$ cat config.mk
export PLATFORM = sky130hd
export DESIGN_NAME = best_fit_block_suballocator_core
export DESIGN_NICKNAME = d
export VERILOG_FILES = /design/src/bfbs_pkg.sv /design/src/bfbs_cell.sv /design/src/best_fit_block_suballocator_core.sv
export SDC_FILE = /design/constraint.sdc
export NUM_CORES = 2
export LEC_CHECK = 0
export BUFFER_PORTS_ARGS = -buffer_cell sky130_fd_sc_hd__buf_2
export CORE_UTILIZATION = 25
export DETAILED_ROUTE_END_ITERATION = 12
export GPL_TIMING_DRIVEN = 0
export HOLD_SLACK_MARGIN = 0.03
export PLACE_DENSITY = 0.43
export SLEW_MARGIN = 10
export SYNTH_ARGS = -nofsm -noshare
export SYNTH_HDL_FRONTEND = slang
export SYNTH_SLANG_ARGS = --single-unit
$ cat constraint.sdc
create_clock -name clk -period 4.5 [get_ports clk]
set_input_delay 0.675 -clock clk [delete_from_list [all_inputs] [get_ports clk]]
set_output_delay 0.675 -clock clk [all_outputs]
set_load 0.005 [all_outputs]
$ cat src/bfbs_pkg.sv
`timescale 1ns / 1ps
// ----------------------------------------------------------------------------
// bfbs_pkg
// Shared widths, constants and transaction types of the best-fit block
// suballocator.
// ----------------------------------------------------------------------------
package bfbs_pkg;

  localparam int REQ_W          = 24;  // request byte count
  localparam int SIZE_W         = 25;  // block capacity, used count, offset
  localparam int IDX_W          = 4;   // block index port width
  localparam int MAX_BLOCKS_DEF = 16;  // 1 .. 2**IDX_W
  localparam int PAGE_BITS      = 12;  // page of 4 KiB
  localparam int PAGE_BYTES     = 1 << PAGE_BITS;

  localparam logic [SIZE_W-1:0] DEFAULT_BLOCK_RST = SIZE_W'(65536);
  localparam logic [SIZE_W-1:0] PAGE_LOW_MASK     = SIZE_W'(PAGE_BYTES - 1);

  typedef enum logic {
    ST_IDLE,
    ST_SCAN
  } bfbs_state_t;

  // Search transaction that travels down the row of cells.
  typedef struct packed {
    logic              vld;
    logic [REQ_W-1:0]  req;
    logic              found;
    logic [IDX_W-1:0]  best_idx;
    logic [SIZE_W-1:0] best_free;
    logic [SIZE_W-1:0] best_used;
  } bfbs_pkt_t;

  // Update broadcast to all cells after a search completes.
  typedef struct packed {
    logic              en;
    logic              open;
    logic [IDX_W-1:0]  idx;
    logic [SIZE_W-1:0] cap;
    logic [REQ_W-1:0]  req;
  } bfbs_wr_t;

  // Round a request up to a whole number of pages.
  function automatic logic [SIZE_W-1:0] bfbs_round_up(input logic [REQ_W-1:0] req);
    logic [SIZE_W-1:0] sum;
    sum = SIZE_W'(req) + PAGE_LOW_MASK;
    return sum & ~PAGE_LOW_MASK;
  endfunction

endpackage

$ cat src/bfbs_cell.sv
`timescale 1ns / 1ps
// ----------------------------------------------------------------------------
// bfbs_cell
// One block entry: holds capacity and bump pointer, refines the passing
// search transaction and forwards it to the next cell.
// ----------------------------------------------------------------------------
module bfbs_cell #(
  parameter int CELL_IDX = 0
) (
  input  logic               clk,
  input  logic               rst_n,
  input  bfbs_pkg::bfbs_pkt_t pkt_in,
  input  bfbs_pkg::bfbs_wr_t  wr,
  output bfbs_pkg::bfbs_pkt_t pkt_out
);
  import bfbs_pkg::*;

  logic              valid_r;
  logic [SIZE_W-1:0] cap_r;
  logic [SIZE_W-1:0] used_r;

  logic              pkt_vld_r;
  bfbs_pkt_t         pkt_r;
  bfbs_pkt_t         pkt_nxt;

  logic [SIZE_W-1:0] free_bytes;
  logic              fits;
  logic              wr_hit;

  assign free_bytes = cap_r - used_r;
  assign fits = valid_r && (free_bytes >= SIZE_W'(pkt_in.req)) &&
                (!pkt_in.found || (free_bytes < pkt_in.best_free));
  assign wr_hit = wr.en && (wr.idx == IDX_W'(CELL_IDX));

  always_comb begin
    pkt_nxt = pkt_in;
    if (fits) begin
      pkt_nxt.found     = 1'b1;
      pkt_nxt.best_idx  = IDX_W'(CELL_IDX);
      pkt_nxt.best_free = free_bytes;
      pkt_nxt.best_used = used_r;
    end
  end

  // Advance the search one cell per cycle.
  always_ff @(posedge clk) begin
    if (!rst_n) begin
      pkt_vld_r <= 1'b0;
    end else begin
      pkt_vld_r <= pkt_in.vld;
    end
    pkt_r <= pkt_nxt;
  end

  always_comb begin
    pkt_out     = pkt_r;
    pkt_out.vld = pkt_vld_r;
  end

  // Entry update: open a new block or bump the pointer.
  always_ff @(posedge clk) begin
    if (!rst_n) begin
      valid_r <= 1'b0;
    end else if (wr_hit && wr.open) begin
      valid_r <= 1'b1;
    end
    if (wr_hit) begin
      if (wr.open) begin
        cap_r  <= wr.cap;
        used_r <= SIZE_W'(wr.req);
      end else begin
        used_r <= used_r + SIZE_W'(wr.req);
      end
    end
  end

endmodule

$ cat src/best_fit_block_suballocator_core.sv
`timescale 1ns / 1ps
// ----------------------------------------------------------------------------
// best_fit_block_suballocator_core
// Best-fit placement of byte runs into a table of bump-allocated blocks.
// ----------------------------------------------------------------------------
// Pulse start with in_request_bytes while busy is low. The request travels
// down a row of MAX_BLOCKS block cells, one cell per cycle, picking the valid
// block with the least free space that still holds the request (lowest index
// on a tie). When it leaves the last cell the placement is committed, and the
// result appears in the next cycle on the out_ ports with out_valid high for
// exactly one cycle; the receiver cannot stall, so capture it on that cycle.
// busy stays high until the request leaves the last cell, and the next start
// is taken in the cycle out_valid is high, so a new request is taken only after
// the last one is through. If no block fits, a new one is opened in the next
// free slot with cfg_default_block_bytes, or with the request rounded up to 4
// KiB when larger; with all slots used, out_table_full is set and nothing is
// placed. Write cfg_default_block_bytes only while idle.
// ----------------------------------------------------------------------------
module best_fit_block_suballocator_core #(
  parameter int MAX_BLOCKS = bfbs_pkg::MAX_BLOCKS_DEF  // 1 .. 16
) (
  input  logic                        clk,
  input  logic                        rst_n,
  // configuration
  input  logic                        cfg_wr_en,
  input  logic [bfbs_pkg::SIZE_W-1:0] cfg_default_block_bytes,
  // request
  input  logic                        start,
  output logic                        busy,
  input  logic [bfbs_pkg::REQ_W-1:0]  in_request_bytes,
  // result
  output logic                        out_valid,
  output logic [bfbs_pkg::IDX_W-1:0]  out_block_index,
  output logic [bfbs_pkg::SIZE_W-1:0] out_byte_offset,
  output logic                        out_opened_new,
  output logic                        out_table_full
);
  import bfbs_pkg::*;

  localparam int CNT_W = $clog2(MAX_BLOCKS + 1);

  bfbs_state_t       state_r;
  bfbs_state_t       state_nxt;

  logic [SIZE_W-1:0] default_bytes_r;
  logic [CNT_W-1:0]  opened_r;

  bfbs_pkt_t         chain [MAX_BLOCKS+1];
  bfbs_pkt_t         tail;
  bfbs_wr_t          wr;

  logic              accept;
  logic              table_is_full;
  logic [SIZE_W-1:0] new_cap;

  logic              out_valid_r;
  logic [IDX_W-1:0]  out_block_index_r;
  logic [SIZE_W-1:0] out_byte_offset_r;
  logic              out_opened_new_r;
  logic              out_table_full_r;

  assign accept = start && (state_r == ST_IDLE);
  assign tail   = chain[MAX_BLOCKS];

  // Inject a fresh search transaction at the head of the row.
  always_comb begin
    chain[0]           = '0;
    chain[0].vld       = accept;
    chain[0].req       = in_request_bytes;
  end

  for (genvar g = 0; g < MAX_BLOCKS; g++) begin : g_cell
    bfbs_cell #(
      .CELL_IDX (g)
    ) u_cell (
      .clk     (clk),
      .rst_n   (rst_n),
      .pkt_in  (chain[g]),
      .wr      (wr),
      .pkt_out (chain[g+1])
    );
  end

  // Next state: scan until the transaction leaves the last cell.
  always_comb begin
    state_nxt = state_r;
    unique case (state_r)
      ST_IDLE: begin
        if (accept) begin
          state_nxt = ST_SCAN;
        end
      end
      ST_SCAN: begin
        if (tail.vld) begin
          state_nxt = ST_IDLE;
        end
      end
      default: state_nxt = ST_IDLE;
    endcase
  end

  // Outputs of the state machine.
  always_comb begin
    busy = 1'b1;
    unique case (state_r)
      ST_IDLE: busy = 1'b0;
      ST_SCAN: busy = 1'b1;
      default: busy = 1'b1;
    endcase
  end

  // Size of a block opened for this request.
  assign new_cap = (SIZE_W'(tail.req) > default_bytes_r) ? bfbs_round_up(tail.req)
                                                         : default_bytes_r;
  assign table_is_full = (opened_r == CNT_W'(MAX_BLOCKS));

  // Commit: bump the chosen block, or open the next slot.
  always_comb begin
    wr      = '0;
    wr.req  = tail.req;
    wr.cap  = new_cap;
    if (tail.vld) begin
      if (tail.found) begin
        wr.en  = 1'b1;
        wr.idx = tail.best_idx;
      end else if (!table_is_full) begin
        wr.en   = 1'b1;
        wr.open = 1'b1;
        wr.idx  = IDX_W'(opened_r);
      end
    end
  end

  always_ff @(posedge clk) begin
    if (!rst_n) begin
      state_r         <= ST_IDLE;
      default_bytes_r <= DEFAULT_BLOCK_RST;
      opened_r        <= '0;
      out_valid_r     <= 1'b0;
    end else begin
      state_r     <= state_nxt;
      out_valid_r <= tail.vld;
      if (cfg_wr_en) begin
        default_bytes_r <= cfg_default_block_bytes;
      end
      if (wr.en && wr.open) begin
        opened_r <= opened_r + CNT_W'(1);
      end
    end
  end

  // Hold the result for its single strobe cycle.
  always_ff @(posedge clk) begin
    if (tail.vld) begin
      if (tail.found) begin
        out_block_index_r <= tail.best_idx;
        out_byte_offset_r <= tail.best_used;
        out_opened_new_r  <= 1'b0;
        out_table_full_r  <= 1'b0;
      end else if (table_is_full) begin
        out_block_index_r <= '0;
        out_byte_offset_r <= '0;
        out_opened_new_r  <= 1'b0;
        out_table_full_r  <= 1'b1;
      end else begin
        out_block_index_r <= IDX_W'(opened_r);
        out_byte_offset_r <= '0;
        out_opened_new_r  <= 1'b1;
        out_table_full_r  <= 1'b0;
      end
    end
  end

  assign out_valid       = out_valid_r;
  assign out_block_index = out_block_index_r;
  assign out_byte_offset = out_byte_offset_r;
  assign out_opened_new  = out_opened_new_r;
  assign out_table_full  = out_table_full_r;

endmodule
---- Yosys cells after proc, flatten, opt, wreduce, memory -nomap -nowiden ----
Cells that the tools add are included.
cells by class
  equal/unequal tests ..................... 16
  reductions and logical operators ........ 112
  add/sub/neg operators ................... 34
  magnitude comparators ................... 32
  bitwise gates (word level) .............. 1
  muxes and demuxes ....................... 46
operator list
  cell                    count
  $mux 50                 14
  $add 25x24->25          16
  $ge 25x24->1            16
  $sub 25x25->25          16
  $mux 24                 16
  $lt 25x25->1            15
  $logic_and 1x1->1       65
  $mux 55                 1
  $mux 25                 2
  $eq 4x4->1 const B      8
  $reduce_and 2->1        16
  $add 24x12->25 const B  1
  $gt 24x25->1            1
  $eq 4x3->1 const B      4
  $logic_not 1->1         15
  $logic_or 1x1->1        15
  $mux 4                  3
  $mux 6                  2
  $eq 4x2->1 const B      2
  $mux 1                  6
  $add 5x1->5 const B     1
  $eq 5x5->1 const B      1
  $eq 4x1->1 const B      1
  $logic_not 4->1         1
  2 further kinds         3
word-level totals
  register bits ........................... 2134
  bits of input ports ..................... 53
  logic and storage cells ................. 408

---- Depth between registers and ports, before layout ----
  depth after elaboration ................. 7
  depth in mapped cells ................... 25

---- Modules after synthesis ----
From an unflattened synthesis, not the netlist that was laid out.
second synthesis, totals
  cell total of the unflattened synthesis .. 12856
  area, all modules ....................... 128494.5 µm²
modules (own cells, without submodules)
  module                              cells an instance  times used  area an instance (µm²)
  bfbs_cell at g_cell[5].u_cell ...   794                3           7886.3
  bfbs_cell at g_cell[1].u_cell ...   800                2           7857.5
  bfbs_cell at g_cell[10].u_cell ...  800                2           7856.3
  bfbs_cell at g_cell[14].u_cell ...  800                2           7853.8
  bfbs_cell at g_cell[0].u_cell ...   756                2           7790.0
  bfbs_cell at g_cell[15].u_cell      801                1           7856.3
  bfbs_cell at g_cell[7].u_cell       794                1           7836.3
  bfbs_cell at g_cell[13].u_cell      756                1           7787.5
  bfbs_cell at g_cell[8].u_cell       743                1           7611.0
  bfbs_cell at g_cell[11].u_cell      737                1           7519.7
  best_fit_block_suballocator_core    331                1           3509.6

---- Least setup slack after synthesis ----
OpenSTA, ideal clock, no wires.
  kind .................................... reg2reg
  start ................................... reg g_cell[8].u_cell.used_r[2]
  end ..................................... reg g_cell[8].u_cell.pkt_r, in the netlist g_cell[8].u_cell.pkt_out[24]
  data required time ...................... 4.377 ns
  library setup time ...................... 0.123 ns
  cell stages (with the launch flop) ...... 22
  period minus slack after synthesis ...... 4.757 ns
  path slack .............................. -0.257 ns
  arrival time ............................ 4.633 ns
  cell sequence ........................... edfxtp_1 > inv_1 > ha_1 > nor2b_1 > o31a_1 > o31a_1 > o31ai_4 > o21ai_2 > a21o_1 > a21oi_1 > xnor2_1 > ha_1 > or3_1 > or4_1 > o22ai_1 > a31oi_1 > o211a_1 > o21ai_0 > o211ai_1 > a21oi_4 > buf_6 > mux2_1
RTL lines
  what                    line             source
  start, declared         bfbs_cell.sv:20  logic [SIZE_W-1:0] used_r;
  start signal, assigned  bfbs_cell.sv:70  used_r <= SIZE_W'(wr.req);
  start signal, assigned  bfbs_cell.sv:72  used_r <= used_r + SIZE_W'(wr.req);
  end signal, assigned    bfbs_cell.sv:52  pkt_r <= pkt_nxt;
  end, declared           bfbs_cell.sv:23  bfbs_pkt_t pkt_r;

==> results.toml <==
[outcome]
status = "complete, but fails checks"
failed_checks = "setup timing"

[place]
portBuffers = 84
dp.cells = 18000
placed_area_sq_um = 131000
gp_congestion = 0.864
dp_hpwl_um = 383000

[detailed_routing]
wl_um = 488000
drtAntennaViolNets = 0
vias = 90800
drt_pass1_iterations = 6
wire_per_inst_um = 25.9
viasPerCell = 4.83
drt-initial-drc-count = 7612
drcViolationCount = 0

[floorplan]
start_util = 0.251
rows = 253
die-area_sq_um = 479000
core_sq_um = 475000
die_w_um = 692
ios = 86
fp.dieH_um = 692

[clock_network]
cts_buffers = 264
cts-root-buf = "clkbuf_16"
htreeDepth = 5
clock_latency_ns = 0.93
cts.clk_slew.worst_paths_ns = 0.07
clock-sinks = 2119
clockBufferDepth = 4
cts_tree = "done"

[worst_setup_path]
critPathKind = "reg2reg"
worstSetupStartpoint = "g_cell[15].u_cell.used_r[0]"
reg2reg_depth = 24
r2r_slack_ns = -0.85
r2r_end = "g_cell[15].u_cell.pkt_out[18]"
end_kind = "register"
crit_fanout = 7
start_kind = "register"
arrival_ns = 6.13
reg2reg_from = "g_cell[15].u_cell.used_r[0]"
worstPathRequired_ns = 5.28

[worst_hold_path]
holdPathStages = 3
holdCritStartpoint = "cfg_wr_en"
hold_path_end = "default_bytes_r[5]"
hold_path.class = "in2reg"

[global_routing]
grt_antenna_before_repair = 52
grt_overflow = 0
grt_usage = 0.195
grt_max_degree = 27
grt_pass1_wl_um = 668000
grt_pass1_vias = 87000

[synthesis]
synth-async-reset-ratio = 0
synthCells = 11500
yosysWarnings = 0
synth_fp_nets = 13100
ys_types = 101
synth-edff-count = 831
synth_top_flop_cell = "dfxtp_1"
ys_seq_elements = 2119
avgSynthCellArea_sq_um = 10.3
syn-cell-area_sq_um = 119000
ys_seq_area_frac = 0.426

[job]
maxCapViolations = 0

[sta]
fin_setup_tns_ns = -483.97
fin_crit_sh = 1.19
fmax_ghz = 0.187
slew_headroom = 0.182
period_minus_slack_ns = 5.35
clock_skew_ns = 0.0526
layout_setup_ws_ns = -0.851
hold_ws_ns = 0.299
finalSetupViolCount = 1416
final_hold_viol_count = 0
drv_slew = 0
tightest_slew_ns = 1.23
rsz0062_at_grt = "true"

[pwr]
netSwitchingPower_uw = 11400
power_frac_seq = 0.450
p_int_uw = 34400
cellPowerDensity_nw_per_um2 = 308
leakagePower_uw = 0.0633
pwr-share-comb = 0.065
netSwitchingFraction = 0.248
pwr-share-clk = 0.485
vdd_ir_drop_max_mv = 0.239

[layout]
instances_no_fill = 18800
finalNetCount = 14000
syn2layout_area_growth_pct = 24.8
utilization = 0.313
stdcell_area_sq_um = 149000
layout-drive-gt1-share = 0.195
[cell families (layout without fill, tap and decap cells)]
family / Yosys count / count (layout) / share of synthesized area
buffers and inverters: 1547 / 2570 / 0.0509
adder cells (fa/ha/maj): 1570 / 1570 / 0.167
XOR/XNOR: 662 / 662 / 0.0488
AND/OR/NAND/NOR: 2111 / 2112 / 0.0883
other: 0 / 14 / 0
flip-flops: 2119 / 2119 / 0.426
AO/OA/AOI/OAI: 2749 / 2749 / 0.147
multiplexers: 768 / 768 / 0.0720
[worst max-delay path, cell delays in order (launching register included)]
cell,delay (ns)
edfxtp_1,0.44
ha_4,0.20
fa_2,0.39
nor2b_4,0.16
o31ai_4,0.11
a2111oi_4,0.39
o21ai_2,0.14
a32oi_2,0.24
buf_6,0.15
a21bo_4,0.12
a21o_1,0.14
a21bo_2,0.15
a21oi_2,0.06
xnor2_2,0.19
ha_1,0.31
and4_1,0.19
nand4_1,0.10
buf_6,0.16
nor4_4,0.46
a2111oi_4,0.07
a21oi_2,0.17
buf_6,0.14
buf_12,0.16
buf_16,0.16
mux2_4,0.34
[repair_timing]
action                                 4_1_cts  5_1_grt
resized for setup                          585      609
setup endpoints to repair                 1632     1526
setup buffers                              147      126
hold buffers                                51        0
pin swaps                                  153      224
endpoints found under the hold margin       57        0
gates cloned                                12       28
[placed cells by master (no fill, tap or decap), drive strengths merged, types with 487 or more instances in the layout]
cell type	instances
a21oi	703
nor2	568
edfxtp	831
o21ai	750
ha	1538
mux2	693
buf	550
clkbuf	487
dfxtp	1288
inv	1399
[power groups by stage]
stage          combinational [uW]  clock (uW)  sequential, uW
6_report                     2980       22200           20600
5_1_grt                      3250       23400           20600
3_3_place_gp                 2470           0           21100
2_1_floorplan                1610           0           20800
3_5_place_dp                 2840           0           21000
4_1_cts                      2930       22700           20600
[through the flow]
step / worst slack [ns] / power [uW]
after floorplan: -0.146 / 22400
after global placement: -6.20 / 23600
after detailed placement: -2.53 / 23900
after CTS: -0.756 / 46200
after global routing: -0.987 / 47200
final: -0.851 / 45800
[registers in the layout, indices dropped and copies added, names as in the netlist]
signal / cells
default_bytes_r: 25
g_cell.u_cell.cap_r: 400
g_cell.u_cell.pkt_out: 1224
g_cell.u_cell.pkt_vld_r: 16
g_cell.u_cell.used_r: 400
g_cell.u_cell.valid_r: 16
opened_r: 5
out_block_index: 4
out_byte_offset: 25
out_opened_new: 1
out_table_full: 1
out_valid: 1
state_r: 1
[cell type report]
cell class	count	area, sq um
fill	48800	326000
multi-input combinational	7861	67800
sequential	2119	50800
tap	6247	7820
clock buffer	372	7710
timing repair buffer	547	6590
inverter	1370	5150
buffer	172	1660
clock inverter	109	1180
antenna	14	35.0
[worst max path at each step]
stage	endpoint	slack [ns]	cells past startpoint
5_1_grt	g_cell[7].u_cell.pkt_out[34]	-0.99	24
2_1_floorplan	g_cell[8].u_cell.pkt_out[24]	-0.15	22
3_5_place_dp	g_cell[15].u_cell.pkt_out[18]	-2.53	21
4_1_cts	g_cell[8].u_cell.pkt_out[19]	-0.76	23
3_3_place_gp	g_cell[7].u_cell.cap_r[21]	-6.20	9
6_report	g_cell[15].u_cell.pkt_out[18]	-0.85	24
[routing by layer]
| metal | share of wire | GRT usage | routed length [um] | vias up |
|---|---|---|---|---|
| met5 | 0 | 0 | 0 | - |
| met4 | 0.030 | 0.0511 | 14400 | 0 |
| met3 | 0.052 | 0.0211 | 25300 | 566 |
| met2 | 0.46 | 0.323 | 225000 | 2572 |
| met1 | 0.46 | 0.269 | 223000 | 44600 |
| li1 | - | - | - | 43100 |
[synthesized netlist by cell type (49+ instances only)]
library cell	instances	area, sq um
ha_1	1538	19200
inv_1	1370	5140
dfxtp_1	1288	25800
edfxtp_1	831	25000
o21ai_0	728	3640
a21oi_1	701	3510
mux2_2	601	6770
nor2_1	567	2130
nand2_1	408	1530
a21o_1	404	3030
xnor2_1	390	3420
xor2_1	270	2360
o21a_1	176	1320
nand3_1	166	831
nand2b_1	157	982
nor3_1	152	761
nor2b_1	140	876
nand4_1	127	795
and3_1	92	576
and2_1	91	569
clkbuf_1	89	334
a211oi_1	87	653
mux2_1	86	968
a31oi_1	83	519
mux2i_1	75	751
o211ai_1	61	458
o31ai_1	59	443
or3_1	57	357
o21bai_1	50	375
or2_2	49	307
Note: power is estimated with default switching activity, not from simulation.
